**src/design/zrbc_pkg.sv**
```systemverilog
`timescale 1ns / 1ps

package zrbc_pkg;

  // Longest run of zero or literal bytes in one part
  localparam int unsigned MaxRun    = 8;
  localparam int unsigned RunCntW   = $clog2(MaxRun + 1);
  localparam int unsigned LenW      = 3;

  // Literal buffer: two parts of literals at most
  localparam int unsigned LitDepth  = 16;
  localparam int unsigned LitIdxW   = $clog2(LitDepth);
  localparam int unsigned LitCntW   = $clog2(LitDepth + 1);

  // Group queue between front and back
  localparam int unsigned FifoDepth = 2;
  localparam int unsigned FifoPtrW  = (FifoDepth > 1) ? $clog2(FifoDepth) : 1;
  localparam int unsigned FifoCntW  = $clog2(FifoDepth + 1);

  // Result item kinds
  localparam logic KindOpcode  = 1'b0;
  localparam logic KindLiteral = 1'b1;

  typedef logic [7:0] lit_byte_t;

  // One closed group, ready to be sent out
  typedef struct packed {
    logic                              first_zero;
    logic [LenW-1:0]                   first_len;
    logic                              second_zero;
    logic [LenW-1:0]                   second_len;
    logic [LitCntW-1:0]                lit_cnt;
    logic [LitDepth-1:0][7:0]          lits;
    logic                              last_grp;
  } group_t;

  // One result item
  typedef struct packed {
    logic            kind;
    lit_byte_t       lit;
    logic            first_zero;
    logic [LenW-1:0] first_len;
    logic            second_zero;
    logic [LenW-1:0] second_len;
    logic            last_item;
  } item_t;

  // Zero run: count-1; literal run: (8-count) mod 8
  function automatic logic [LenW-1:0] len_code(input logic zero,
                                               input logic [RunCntW-1:0] count);
    logic [3:0] cnt4;
    cnt4 = 4'(count);
    if (zero) begin
      return LenW'(cnt4 - 4'd1);
    end else begin
      return LenW'(4'd8 - cnt4);
    end
  endfunction

endpackage

```
**src/design/zrbc_in_if.sv**
```systemverilog
`timescale 1ns / 1ps

interface zrbc_in_if;
  logic       valid;
  logic       ready;
  logic [7:0] data_byte;
  logic       last_byte;

  modport source (output valid, output data_byte, output last_byte, input ready);
  modport sink   (input valid, input data_byte, input last_byte, output ready);
endinterface

```
**src/design/zrbc_out_if.sv**
```systemverilog
`timescale 1ns / 1ps

interface zrbc_out_if;
  logic       valid;
  logic       ready;
  logic       item_kind;
  logic [7:0] literal_value;
  logic       first_zero_run;
  logic [2:0] first_length;
  logic       second_zero_run;
  logic [2:0] second_length;
  logic       final_item;

  modport source (output valid, output item_kind, output literal_value,
                  output first_zero_run, output first_length,
                  output second_zero_run, output second_length,
                  output final_item, input ready);
  modport sink   (input valid, input item_kind, input literal_value,
                  input first_zero_run, input first_length,
                  input second_zero_run, input second_length,
                  input final_item, output ready);
endinterface

```
**src/design/zrbc_fifo.sv**
```systemverilog
`timescale 1ns / 1ps

module zrbc_fifo (
  input  logic            clk_i,
  input  logic            rst_ni,
  input  logic            push_valid_i,
  input  zrbc_pkg::group_t push_data_i,
  output logic            push_ready_o,
  output logic            pop_valid_o,
  output zrbc_pkg::group_t pop_data_o,
  input  logic            pop_ready_i
);

  zrbc_pkg::group_t                    mem_q [zrbc_pkg::FifoDepth];
  logic [zrbc_pkg::FifoPtrW-1:0]       wr_ptr_q, wr_ptr_d;
  logic [zrbc_pkg::FifoPtrW-1:0]       rd_ptr_q, rd_ptr_d;
  logic [zrbc_pkg::FifoCntW-1:0]       cnt_q, cnt_d;
  logic                                push, pop;

  assign push_ready_o = (cnt_q != zrbc_pkg::FifoCntW'(zrbc_pkg::FifoDepth));
  assign pop_valid_o  = (cnt_q != '0);
  assign pop_data_o   = mem_q[rd_ptr_q];
  assign push         = push_valid_i && push_ready_o;
  assign pop          = pop_valid_o && pop_ready_i;

  // Advance pointers and occupancy
  always_comb begin
    wr_ptr_d = wr_ptr_q;
    rd_ptr_d = rd_ptr_q;
    cnt_d    = cnt_q;
    if (push) begin
      wr_ptr_d = (wr_ptr_q == zrbc_pkg::FifoPtrW'(zrbc_pkg::FifoDepth - 1)) ?
                 '0 : wr_ptr_q + zrbc_pkg::FifoPtrW'(1);
    end
    if (pop) begin
      rd_ptr_d = (rd_ptr_q == zrbc_pkg::FifoPtrW'(zrbc_pkg::FifoDepth - 1)) ?
                 '0 : rd_ptr_q + zrbc_pkg::FifoPtrW'(1);
    end
    if (push && !pop) begin
      cnt_d = cnt_q + zrbc_pkg::FifoCntW'(1);
    end else if (pop && !push) begin
      cnt_d = cnt_q - zrbc_pkg::FifoCntW'(1);
    end
  end

  always_ff @(posedge clk_i or negedge rst_ni) begin
    if (!rst_ni) begin
      wr_ptr_q <= '0;
      rd_ptr_q <= '0;
      cnt_q    <= '0;
    end else begin
      wr_ptr_q <= wr_ptr_d;
      rd_ptr_q <= rd_ptr_d;
      cnt_q    <= cnt_d;
    end
  end

  // Store the pushed group
  always_ff @(posedge clk_i) begin
    if (push) begin
      mem_q[wr_ptr_q] <= push_data_i;
    end
  end

endmodule

```
**src/design/zrbc_front.sv**
```systemverilog
`timescale 1ns / 1ps

module zrbc_front (
  input  logic             clk_i,
  input  logic             rst_ni,
  zrbc_in_if.sink          in_i,
  output logic             push_valid_o,
  output zrbc_pkg::group_t push_data_o,
  input  logic             push_ready_i
);

  logic                                    group_open_q, group_open_d;
  logic                                    in_second_q, in_second_d;
  logic                                    run_zero_q, run_zero_d;
  logic [zrbc_pkg::RunCntW-1:0]            run_cnt_q, run_cnt_d;
  logic                                    saved_fz_q, saved_fz_d;
  logic [zrbc_pkg::LenW-1:0]               saved_fl_q, saved_fl_d;
  logic [zrbc_pkg::LitCntW-1:0]            lit_cnt_q, lit_cnt_d;
  logic [zrbc_pkg::LitDepth-1:0][7:0]      lit_q, lit_d;
  logic                                    pend_valid_q, pend_valid_d;
  zrbc_pkg::group_t                        pend_q;

  zrbc_pkg::group_t                        early_grp, late_grp;
  logic                                    early_v, late_v;
  logic                                    accept;

  // Hold input while a second group of the same byte waits or the group queue is full
  assign in_i.ready = !pend_valid_q && push_ready_i;
  assign accept     = in_i.valid && in_i.ready;

  // Classify the byte and close parts and groups
  always_comb begin
    logic                     z;
    logic [zrbc_pkg::LenW-1:0] code;

    z            = (in_i.data_byte == 8'h00);
    group_open_d = group_open_q;
    in_second_d  = in_second_q;
    run_zero_d   = run_zero_q;
    run_cnt_d    = run_cnt_q;
    saved_fz_d   = saved_fz_q;
    saved_fl_d   = saved_fl_q;
    lit_cnt_d    = lit_cnt_q;
    lit_d        = lit_q;
    early_v      = 1'b0;
    late_v       = 1'b0;
    early_grp    = '0;
    late_grp     = '0;
    code         = '0;

    // Zero-ness change closes the open part
    if (group_open_d && run_cnt_d != '0 && run_zero_d != z) begin
      code = zrbc_pkg::len_code(run_zero_d, run_cnt_d);
      if (!in_second_d) begin
        saved_fz_d  = run_zero_d;
        saved_fl_d  = code;
        in_second_d = 1'b1;
        run_cnt_d   = '0;
      end else begin
        early_v               = 1'b1;
        early_grp.first_zero  = saved_fz_d;
        early_grp.first_len   = saved_fl_d;
        early_grp.second_zero = run_zero_d;
        early_grp.second_len  = code;
        early_grp.lit_cnt     = lit_cnt_d;
        early_grp.lits        = lit_q;
        early_grp.last_grp    = 1'b0;
        group_open_d          = 1'b0;
        in_second_d           = 1'b0;
        run_cnt_d             = '0;
        lit_cnt_d             = '0;
      end
    end

    // Extend the part or open a new one
    if (group_open_d && run_cnt_d != '0) begin
      run_cnt_d = run_cnt_d + zrbc_pkg::RunCntW'(1);
    end else begin
      if (!group_open_d) begin
        group_open_d = 1'b1;
        in_second_d  = 1'b0;
        lit_cnt_d    = '0;
      end
      run_zero_d = z;
      run_cnt_d  = zrbc_pkg::RunCntW'(1);
    end

    // Buffer a nonzero byte
    if (!z && lit_cnt_d < zrbc_pkg::LitCntW'(zrbc_pkg::LitDepth)) begin
      lit_d[lit_cnt_d[zrbc_pkg::LitIdxW-1:0]] = in_i.data_byte;
      lit_cnt_d = lit_cnt_d + zrbc_pkg::LitCntW'(1);
    end

    // Full part closes at once
    if (run_cnt_d >= zrbc_pkg::RunCntW'(zrbc_pkg::MaxRun)) begin
      code = zrbc_pkg::len_code(run_zero_d, run_cnt_d);
      if (!in_second_d) begin
        saved_fz_d  = run_zero_d;
        saved_fl_d  = code;
        in_second_d = 1'b1;
        run_cnt_d   = '0;
      end else begin
        late_v               = 1'b1;
        late_grp.first_zero  = saved_fz_d;
        late_grp.first_len   = saved_fl_d;
        late_grp.second_zero = run_zero_d;
        late_grp.second_len  = code;
        late_grp.lit_cnt     = lit_cnt_d;
        late_grp.lits        = lit_d;
        late_grp.last_grp    = in_i.last_byte;
        group_open_d         = 1'b0;
        in_second_d          = 1'b0;
        run_cnt_d            = '0;
        lit_cnt_d            = '0;
      end
    end

    // End of stream flushes the open group
    if (in_i.last_byte && group_open_d) begin
      late_v            = 1'b1;
      late_grp.lit_cnt  = lit_cnt_d;
      late_grp.lits     = lit_d;
      late_grp.last_grp = 1'b1;
      if (run_cnt_d != '0 && in_second_d) begin
        late_grp.first_zero  = saved_fz_d;
        late_grp.first_len   = saved_fl_d;
        late_grp.second_zero = run_zero_d;
        late_grp.second_len  = zrbc_pkg::len_code(run_zero_d, run_cnt_d);
      end else begin
        if (run_cnt_d != '0) begin
          saved_fz_d = run_zero_d;
          saved_fl_d = zrbc_pkg::len_code(run_zero_d, run_cnt_d);
        end
        late_grp.first_zero  = saved_fz_d;
        late_grp.first_len   = saved_fl_d;
        late_grp.second_zero = 1'b1;
        late_grp.second_len  = '0;
      end
      group_open_d = 1'b0;
      in_second_d  = 1'b0;
      run_cnt_d    = '0;
      lit_cnt_d    = '0;
    end
  end

  // Push pending group first, else the earlier group of this byte
  assign push_valid_o = pend_valid_q || (accept && (early_v || late_v));
  assign push_data_o  = pend_valid_q ? pend_q : (early_v ? early_grp : late_grp);

  always_comb begin
    pend_valid_d = pend_valid_q;
    if (pend_valid_q && push_ready_i) begin
      pend_valid_d = 1'b0;
    end else if (accept && early_v && late_v) begin
      pend_valid_d = 1'b1;
    end
  end

  always_ff @(posedge clk_i or negedge rst_ni) begin
    if (!rst_ni) begin
      group_open_q <= 1'b0;
      in_second_q  <= 1'b0;
      run_zero_q   <= 1'b0;
      run_cnt_q    <= '0;
      saved_fz_q   <= 1'b0;
      saved_fl_q   <= '0;
      lit_cnt_q    <= '0;
      pend_valid_q <= 1'b0;
    end else begin
      pend_valid_q <= pend_valid_d;
      if (accept) begin
        group_open_q <= group_open_d;
        in_second_q  <= in_second_d;
        run_zero_q   <= run_zero_d;
        run_cnt_q    <= run_cnt_d;
        saved_fz_q   <= saved_fz_d;
        saved_fl_q   <= saved_fl_d;
        lit_cnt_q    <= lit_cnt_d;
      end
    end
  end

  // Literal buffer and pending group payload
  always_ff @(posedge clk_i) begin
    if (accept) begin
      lit_q <= lit_d;
      if (early_v && late_v) begin
        pend_q <= late_grp;
      end
    end
  end

endmodule

```
**src/design/zrbc_back.sv**
```systemverilog
`timescale 1ns / 1ps

module zrbc_back (
  input  logic             clk_i,
  input  logic             rst_ni,
  input  logic             pop_valid_i,
  input  zrbc_pkg::group_t pop_data_i,
  output logic             pop_ready_o,
  zrbc_out_if.source       out_o
);

  zrbc_pkg::group_t               cur_q;
  logic                           cur_valid_q;
  logic [zrbc_pkg::LitCntW-1:0]   idx_q;
  zrbc_pkg::item_t                out_q, item;
  logic                           out_valid_q;
  logic                           advance, at_end, take;

  assign advance     = cur_valid_q && (!out_valid_q || out_o.ready);
  assign at_end      = (idx_q == cur_q.lit_cnt);
  assign take        = !cur_valid_q || (advance && at_end);
  assign pop_ready_o = take;

  // Build the item at the current index: opcode first, then literals
  always_comb begin
    item           = '0;
    item.last_item = cur_q.last_grp && at_end;
    if (idx_q == '0) begin
      item.kind        = zrbc_pkg::KindOpcode;
      item.first_zero  = cur_q.first_zero;
      item.first_len   = cur_q.first_len;
      item.second_zero = cur_q.second_zero;
      item.second_len  = cur_q.second_len;
    end else begin
      item.kind = zrbc_pkg::KindLiteral;
      item.lit  = cur_q.lits[zrbc_pkg::LitIdxW'(idx_q - zrbc_pkg::LitCntW'(1))];
    end
  end

  always_ff @(posedge clk_i or negedge rst_ni) begin
    if (!rst_ni) begin
      cur_valid_q <= 1'b0;
      out_valid_q <= 1'b0;
      idx_q       <= '0;
    end else begin
      // Drain output register
      if (advance) begin
        out_valid_q <= 1'b1;
      end else if (out_o.ready) begin
        out_valid_q <= 1'b0;
      end
      // Step through the group, load the next one at its end
      if (take) begin
        cur_valid_q <= pop_valid_i;
        idx_q       <= '0;
      end else if (advance) begin
        idx_q <= idx_q + zrbc_pkg::LitCntW'(1);
      end
    end
  end

  always_ff @(posedge clk_i) begin
    if (advance) begin
      out_q <= item;
    end
    if (take && pop_valid_i) begin
      cur_q <= pop_data_i;
    end
  end

  assign out_o.valid           = out_valid_q;
  assign out_o.item_kind       = out_q.kind;
  assign out_o.literal_value   = out_q.lit;
  assign out_o.first_zero_run  = out_q.first_zero;
  assign out_o.first_length    = out_q.first_len;
  assign out_o.second_zero_run = out_q.second_zero;
  assign out_o.second_length   = out_q.second_len;
  assign out_o.final_item      = out_q.last_item;

endmodule

```
**src/design/zero_run_byte_compressor_top.sv**
```systemverilog
`timescale 1ns / 1ps

// Channel  Dir  Payload                                        Transaction
// in_i     in   data_byte, last_byte                           one raw byte
// out_o    out  item_kind, literal_value, first/second fields, one opcode or
//               final_item                                     literal item
//
// Input takes one byte per cycle while the two-entry group queue has room.
// A byte that ends one group and also ends the stream holds input until its
// second group is pushed. Output sends one item per cycle while out_o is ready:
// an opcode and up to 16 literals per group, back to back across groups.
// Reset clears all control state; the literal buffer needs no clearing.
module zero_run_byte_compressor_top (
  input  logic       clk_i,
  input  logic       rst_ni,
  zrbc_in_if.sink    in_i,
  zrbc_out_if.source out_o
);

  logic             push_valid, push_ready;
  zrbc_pkg::group_t push_data;
  logic             pop_valid, pop_ready;
  zrbc_pkg::group_t pop_data;

  zrbc_front u_front (
    .clk_i        (clk_i),
    .rst_ni       (rst_ni),
    .in_i         (in_i),
    .push_valid_o (push_valid),
    .push_data_o  (push_data),
    .push_ready_i (push_ready)
  );

  zrbc_fifo u_fifo (
    .clk_i        (clk_i),
    .rst_ni       (rst_ni),
    .push_valid_i (push_valid),
    .push_data_i  (push_data),
    .push_ready_o (push_ready),
    .pop_valid_o  (pop_valid),
    .pop_data_o   (pop_data),
    .pop_ready_i  (pop_ready)
  );

  zrbc_back u_back (
    .clk_i       (clk_i),
    .rst_ni      (rst_ni),
    .pop_valid_i (pop_valid),
    .pop_data_i  (pop_data),
    .pop_ready_o (pop_ready),
    .out_o       (out_o)
  );

endmodule

```
**src/flat_wrapper.sv**
```systemverilog
// flat-port wrapper written by rule: the top's interface ports become plain ports
module zero_run_byte_compressor_top_flat 
  (clk_i, rst_ni, in_i_valid, in_i_data_byte, in_i_last_byte, in_i_ready, out_o_valid, out_o_item_kind, out_o_literal_value, out_o_first_zero_run, out_o_first_length, out_o_second_zero_run, out_o_second_length, out_o_final_item, out_o_ready);
  zrbc_in_if in_i_i ();
  zrbc_out_if out_o_i ();
  input  logic clk_i;
  input  logic rst_ni;
  input wire logic [$bits(in_i_i.valid)-1:0] in_i_valid;
  input wire logic [$bits(in_i_i.data_byte)-1:0] in_i_data_byte;
  input wire logic [$bits(in_i_i.last_byte)-1:0] in_i_last_byte;
  output wire logic [$bits(in_i_i.ready)-1:0] in_i_ready;
  output wire logic [$bits(out_o_i.valid)-1:0] out_o_valid;
  output wire logic [$bits(out_o_i.item_kind)-1:0] out_o_item_kind;
  output wire logic [$bits(out_o_i.literal_value)-1:0] out_o_literal_value;
  output wire logic [$bits(out_o_i.first_zero_run)-1:0] out_o_first_zero_run;
  output wire logic [$bits(out_o_i.first_length)-1:0] out_o_first_length;
  output wire logic [$bits(out_o_i.second_zero_run)-1:0] out_o_second_zero_run;
  output wire logic [$bits(out_o_i.second_length)-1:0] out_o_second_length;
  output wire logic [$bits(out_o_i.final_item)-1:0] out_o_final_item;
  input wire logic [$bits(out_o_i.ready)-1:0] out_o_ready;
  assign in_i_i.valid = in_i_valid;
  assign in_i_i.data_byte = in_i_data_byte;
  assign in_i_i.last_byte = in_i_last_byte;
  assign in_i_ready = in_i_i.ready;
  assign out_o_valid = out_o_i.valid;
  assign out_o_item_kind = out_o_i.item_kind;
  assign out_o_literal_value = out_o_i.literal_value;
  assign out_o_first_zero_run = out_o_i.first_zero_run;
  assign out_o_first_length = out_o_i.first_length;
  assign out_o_second_zero_run = out_o_i.second_zero_run;
  assign out_o_second_length = out_o_i.second_length;
  assign out_o_final_item = out_o_i.final_item;
  assign out_o_i.ready = out_o_ready;
  zero_run_byte_compressor_top u_core (.clk_i(clk_i), .rst_ni(rst_ni), .in_i(in_i_i), .out_o(out_o_i));
endmodule
```
**config.mk**
```make
export PLATFORM = sky130hd
export DESIGN_NAME = zero_run_byte_compressor_top_flat
export DESIGN_NICKNAME = d
export VERILOG_FILES = /design/src/design/zrbc_pkg.sv /design/src/design/zrbc_in_if.sv /design/src/design/zrbc_out_if.sv /design/src/design/zrbc_fifo.sv /design/src/design/zrbc_front.sv /design/src/design/zrbc_back.sv /design/src/design/zero_run_byte_compressor_top.sv /design/src/flat_wrapper.sv
export SDC_FILE = /design/constraint.sdc
export NUM_CORES = 1
export LEC_CHECK = 0
export ABC_CLOCK_PERIOD_IN_PS = 12300
export BUFFER_PORTS_ARGS = -buffer_cell sky130_fd_sc_hd__buf_2
export CORE_MARGIN = 8
export CORE_UTILIZATION = 63
export DETAILED_ROUTE_END_ITERATION = 6
export PLACE_DENSITY = 0.79
export SLEW_MARGIN = 20
export SYNTH_ARGS = -nofsm -noshare
export SYNTH_HDL_FRONTEND = slang
export SYNTH_SLANG_ARGS = --single-unit
```
**constraint.sdc**
```tcl
create_clock -name clk_i -period 12.3 [get_ports clk_i]
set_input_delay 2.46 -clock clk_i [delete_from_list [all_inputs] [get_ports clk_i]]
set_output_delay 2.46 -clock clk_i [all_outputs]
set_load 0.02 [all_outputs]
```
==> impl_metrics.ini, run 1 <==
[outcome]
status = finished, final reports clean

[critical_path]
reg2regPathDepth = 12
critPathKind = input pin to flip-flop
worstPathArrival_ns = 7.55
required_ns = 12.51
cp-start-kind = input pin
reg2reg_slack_ns = 6.49
r2r-end = u_core.u_fifo.mem_q[1][117]
crit_fanout = 74
r2r_start = u_core.u_front.run_cnt_q[0]
critPathCaptureType = flip-flop

[routing]
vias_per_cell = 6.35
drt-initial-drc-count = 1775
vias = 17700
drt_wl_total_um = 69200
top_layer_used = met4
drc = 0
m1WireLength_um = 27900
firstDrtPassIters = 7
dr_wl_met3_um = 5270
wl_per_cell_um = 24.8
wl_met2_um = 34100
antenna_left = 0

[floorplanning]
die_height_um = 241
dieArea_um2 = 57900
die_w_um = 241
io_pins = 33
fp-row-count = 82
core_area_um2 = 50000
initial_core_util_pct = 63.6

[cells_and_area]
nNetsFinal = 2083
fin_area_um2 = 34700
area_growth_pct = 9.21
fillers = 3189
drive_above_1_share_pct = 22.0

[yosys]
synth_cells = 2054
synthFlopType = edfxtp_1
synth.avg_cell_area_um2 = 15.5
ys.warnings.count = 0
synth.net_count = 2081
yosysTopAreaCell = edfxtp_1
yosysTopAreaCellShare_pct = 67.5
ys_ff_latch = 742
async_flop_share_pct = 3.77
synth_cell_type_count = 74
synth_seq_area_share_pct = 69.7
yosys-top-cells-area = edfxtp_1, mux2_2, mux2i_1, a22oi_1, o21ai_2
synth_edf_count = 714
netlist_area_um2 = 31800

[global_routing]
first_global_vias = 17900
overflow = 0
track_usage_pct = 24.0
grt_max_degree = 92
antenna_found_initial = 5
grt_pass1_wl_um = 106000

[hold_path]
holdPathStages = 1
hp-start = u_core.u_back.cur_q[135]
hold_path_class = flip-flop to flip-flop
min_to = u_core.u_back.out_o.second_length[1]

[sta]
tightestPinTransition_ns = 1.16
relSlewSlack_pct = 22.5
slew_violations = 0
rsz0062_at_grt = no
hold_violations = 0
fin_setup_tns_ns = 0
period_minus_slack_ns = 7.34
fmax_mhz = 136
fin_crit_sh_pct = 59.7
setup-violations-final = 0
finClkSkew_ns = 0.0279

[cts]
cts.sinks = 742
clock_latency_ns = 0.61
clkSlewWorstSetupHoldPaths_ns = 0.06
post_cts_resized = 0
clockRootBuffer = clkbuf_16
post-cts-setup-buffers = 0
cts_tree = built
ctsHoldBuffers = 0
cts_made_buffers = 73
clockBufferDepth = 3
h-tree-depth = 3

[placement]
port_buffers = 32
gp_congestion = 0.864
hpwl_um = 38900
dpl_cell_area_um2 = 32500

[pwr]
vdd_ir_drop_max_uv = 146
power.leakage_nw = 12.1
powerDensity_nw_per_um2 = 199

[run]
drv_cap = 0
worst max path at each step:
stage,slack [ns],startpoint,to,cells past startpoint
finish,4.96,in_i_data_byte[2],u_core.u_fifo.mem_q[1][117],11
global route,4.63,in_i_data_byte[2],u_core.u_fifo.mem_q[1][109],11
CTS,4.97,in_i_data_byte[2],u_core.u_fifo.mem_q[1][117],11
detailed placement,4.39,in_i_data_byte[2],u_core.u_fifo.mem_q[1][85],11
global placement,4.55,in_i_data_byte[2],u_core.u_fifo.mem_q[1][54],11
floorplan,0.50,in_i_data_byte[1],u_core.u_fifo.mem_q[0][0],11
synth_stat cells, drive strengths merged, types with 4 or more instances:
library cell,instances
edfxtp,714
nor2,155
mux2,145
o21ai,144
inv,143
mux2i,143
a22oi,129
clkbuf,95
nand2,48
buf,38
mux4,32
dfrtp,28
a211oi,22
and2,19
a21oi,17
xnor2,17
ha,14
nor2b,14
nand4,12
xor2,11
nand3,7
nor3,7
a21o,6
a31oi,6
o221ai,6
o31ai,6
and3,5
nand2b,5
o211ai,5
or3,5
a22o,4
a2bb2oi,4
nand4b,4
o22ai,4
critical path: stages:
cell	delay, ns
buf_2	0.27
or4_4	0.64
o211ai_2	0.27
a21oi_1	0.26
ha_1	0.69
and3_1	0.26
ha_1	0.19
o31ai_1	0.10
a21oi_1	0.39
and2_4	0.93
buf_4	0.95
final cells by class:
cell class | count | area [um^2] | share of cell area, %
clock inverters | 28 | 205 | 0.591
flip-flops and latches | 742 | 22200 | 63.8
clock buffers | 100 | 2000 | 5.76
repair buffers | 60 | 390 | 1.12
well taps | 672 | 841 | 2.42
inverters | 144 | 556 | 1.60
diodes | 5 | 12.5 | 0.0360
multi-input cells | 1035 | 8560 | 24.7
metal layers:
layer	GRT usage [%]	up-vias
met1	32.0	9019
met2	40.2	721
li1	-	7836
met5	0	-
met4	8.53	0
met3	3.86	102
logic make-up after synthesis:
group                      share of synthesized area [%]
muxes                                               11.9
DFF                                                 69.7
AOI/OAI and AO/OA                                   8.87
xor gates and xnor gates                           0.771
buffers and inverters                               3.63
adders and majority gates                          0.551
and+or+nand+nor                                     4.62
registers in the layout (all words and copies together), names as in the netlist, 2 cells and up:
signal / flops
u_core.u_front.lit_q: 128
u_core.u_back.out_o.first_length: 3
u_core.u_fifo.mem_q: 284
u_core.u_front.lit_cnt_q: 5
u_core.u_back.cur_q: 142
u_core.u_back.out_o.literal_value: 8
u_core.u_front.run_cnt_q: 4
u_core.u_front.pend_q: 142
u_core.u_fifo.cnt_q: 2
u_core.u_back.idx_q: 5
u_core.u_front.saved_fl_q: 3
u_core.u_back.out_o.second_length: 3
layout by cell type (no fill, tap or decap), types with 22 or more instances in the layout:
cell type    n
clkbuf_1    22
dfrtp_1     25
mux4_2      32
edfxtp_1   714
clkbuf_16   75
buf_4       27
o21ai_2     90
o21ai_0     52
nand2_1     48
nor2_1     153
mux2_2     145
buf_2       32
inv_1      140
mux2i_1    142
a22oi_1    129
stage by stage:
step | hold slack (ns) | total power [mW] | std cells | setup slack [ns] | utilization [%]
after global placement | 0.489 | 4.81 | 2652 | 4.55 | 65.0
after CTS | 0.518 | 6.94 | 2780 | 4.97 | 69.4
after global routing | 0.539 | 7.16 | 2782 | 4.63 | 69.5
after detailed placement | 0.505 | 4.87 | 2652 | 4.39 | 65.0
after floorplan | 0.455 | 4.41 | 2054 | 0.496 | -
final | 0.516 | 6.91 | 2786 | 4.96 | 69.5
report_power, final:
group	switching, mW	internal (mW)
Combinational	0.912	0.558
Clock	0.900	1.18
Sequential	0.145	3.21
Note: power is estimated with default switching activity, not from simulation.
==> run 2, diff against run 1 <==
ABC_CLOCK_PERIOD_IN_PS = 6800   (was 12300)
clock period = 6.8 ns   (was 12.3 ns; I/O delays follow)
==> run 2 against run 1 <==
Compared with the run above: sequential share of layout area decreased by 0.37 points; via count increased by 0.57%; critical endpoint is now u_core.u_fifo.mem_q[1][139]; clock power increased by 82%.
==> impl_metrics.ini, run 2 (synthesis results as in run 1) <==
[outcome]
status = finished, final reports clean

[cts]
post_cts_resized = 0
clockBufferDepth = 3
ctsHoldBuffers = 0
cts.sinks = 742
cts_made_buffers = 73
clockRootBuffer = clkbuf_16
post-cts-setup-buffers = 0
cts_tree = built
h-tree-depth = 3
clkSlewWorstSetupHoldPaths_ns = 0.06
clock_latency_ns = 0.60

[pwr]
swShare_pct = 28.3
power.leakage_nw = 12.2
seq_power_share_pct = 48.5
power.share.combinational_pct = 21.4
powerDensity_nw_per_um2 = 360
p_switching_mw = 3.57
p_int_mw = 9.02
pwr-share-clk_pct = 30.1
vdd_ir_drop_max_uv = 234

[floorplanning]
core_area_um2 = 50000
die_w_um = 241
dieArea_um2 = 57900
fp-row-count = 82
die_height_um = 241
io_pins = 33
initial_core_util_pct = 63.6

[global_routing]
grt_pass1_wl_um = 105000
antenna_found_initial = 2
grt_max_degree = 130
first_global_vias = 18000
overflow = 0
track_usage_pct = 23.9

[routing]
drc = 0
antenna_left = 0
drt-initial-drc-count = 2015
firstDrtPassIters = 6
vias_per_cell = 6.37
drt_wl_total_um = 68900
wl_per_cell_um = 24.7
vias = 17800

[hold_path]
hold_path_class = flip-flop to flip-flop

[sta]
fin_crit_sh_pct = 80.8
fmax_mhz = 182
hold_violations = 0
tightestPinTransition_ns = 1.11
relSlewSlack_pct = 25.9
setup-violations-final = 0
rsz0062_at_grt = no
finClkSkew_ns = 0.0208
fin_setup_tns_ns = 0
slew_violations = 0
period_minus_slack_ns = 5.50

[cells_and_area]
nNetsFinal = 2094
drive_above_1_share_pct = 22.1
regMostFlops = u_core.u_fifo.mem_q
biggestRegsByFlops = u_core.u_fifo.mem_q x284, u_core.u_back.cur_q x142, u_core.u_front.pend_q x142
area_growth_pct = 9.84
fillers = 3168
post-route-util_pct = 69.9
final_cell_mix = edfxtp_1, nor2_1, mux2_2
largest_reg_flops = 284
final_common_cell = edfxtp_1

[critical_path]
cp_top_family = compound AO/OA/AOI/OAI gates
crit_buf_inv = 2
crit_fanout = 18
critPathCaptureType = flip-flop
worstPathArrival_ns = 5.84
worstPathCellList = buf_2 > nor4_4 > nand4_1 > a21oi_1 > nand2b_1 > ha_1 > or3b_2 > o2111ai_1 > o211ai_1 > o211ai_1 > ha_1 > nor2_1 > a31oi_1 > buf_4 > a211oi_1 > o2bb2ai_1 > a31o_2 > a21o_1
critPathKind = input pin to flip-flop
cp-start-kind = input pin
cp_slowest_cell = a21oi_1
max_stage_delay_ns = 0.60
required_ns = 7.14

[placement]
hpwl_um = 38800
port_buffers = 32
gp_congestion = 0.914

[run]
drv_cap = 0
run 2: final cells by class:
class	count	area, um^2	share of cell area (%)
Antenna cell	3	7.51	0.0215
Clock buffer	93	1920	5.51
Clock inverter	31	288	0.824
Inverter	144	556	1.59
Multi-Input combinational cell	1035	8570	24.5
Sequential cell	742	22200	63.4
Tap cell	672	841	2.41
Timing Repair Buffer	71	586	1.68
run 2: per-layer routing:
layer	wire length (um)	track usage, %
met5	0	0
met3	5360	4.25
met1	27400	30.8
met2	34800	41.1
met4	1300	7.57
run 2: worst reg2reg max path: cells and delay by family, from the launching register on:
family,cells,cell delay (ns)
buffers and inverters,2,0.30
AO/OA/AOI/OAI,9,1.92
AND/OR/NAND/NOR,5,1.27
adder cells (fa/ha/maj),3,0.83
flip-flops,1,0.47
run 2: path summary, 6_finish.rpt:
check | startpoint | to | slack, ns | depth (start not counted)
worst max-delay path | in_i_data_byte[6] | u_core.u_fifo.mem_q[1][139] | 1.30 | 18
min in group asynchronous | rst_ni | u_core.u_front.saved_fl_q[2] | 0.83 | 1
max in group asynchronous | rst_ni | u_core.u_front.pend_valid_q | 5.41 | 1
worst max register to register | u_core.u_front.run_cnt_q[0] | u_core.u_fifo.mem_q[1][139] | 1.77 | 19
worst min register to register | u_core.u_back.cur_q[137] | u_core.u_back.out_o.second_zero_run | 0.52 | 1
worst min-delay path | u_core.u_back.cur_q[137] | u_core.u_back.out_o.second_zero_run | 0.52 | 1
run 2: power by group through the flow:
stage	Clock, mW	Combinational [mW]	Sequential, mW
after detailed placement	0	2.67	6.19
after global placement	0	2.59	6.16
after global routing	4.04	2.86	6.15
after floorplan	0	1.84	6.11
after CTS	3.85	2.69	6.10
final	3.79	2.69	6.11
run 2: per-stage QoR:
step	power (mW)	instances	hold WS, ns	setup slack [ns]	instance area, um^2
2_1_floorplan	7.96	2054	0.472	0.0108	31800
3_3_place_gp	8.75	2663	0.488	0.862	32700
3_5_place_dp	8.87	2664	0.504	0.777	32700
4_1_cts	12.6	2788	0.518	1.38	34900
5_1_grt	13.0	2788	0.532	1.01	34900
6_report	12.6	2791	0.515	1.30	34900
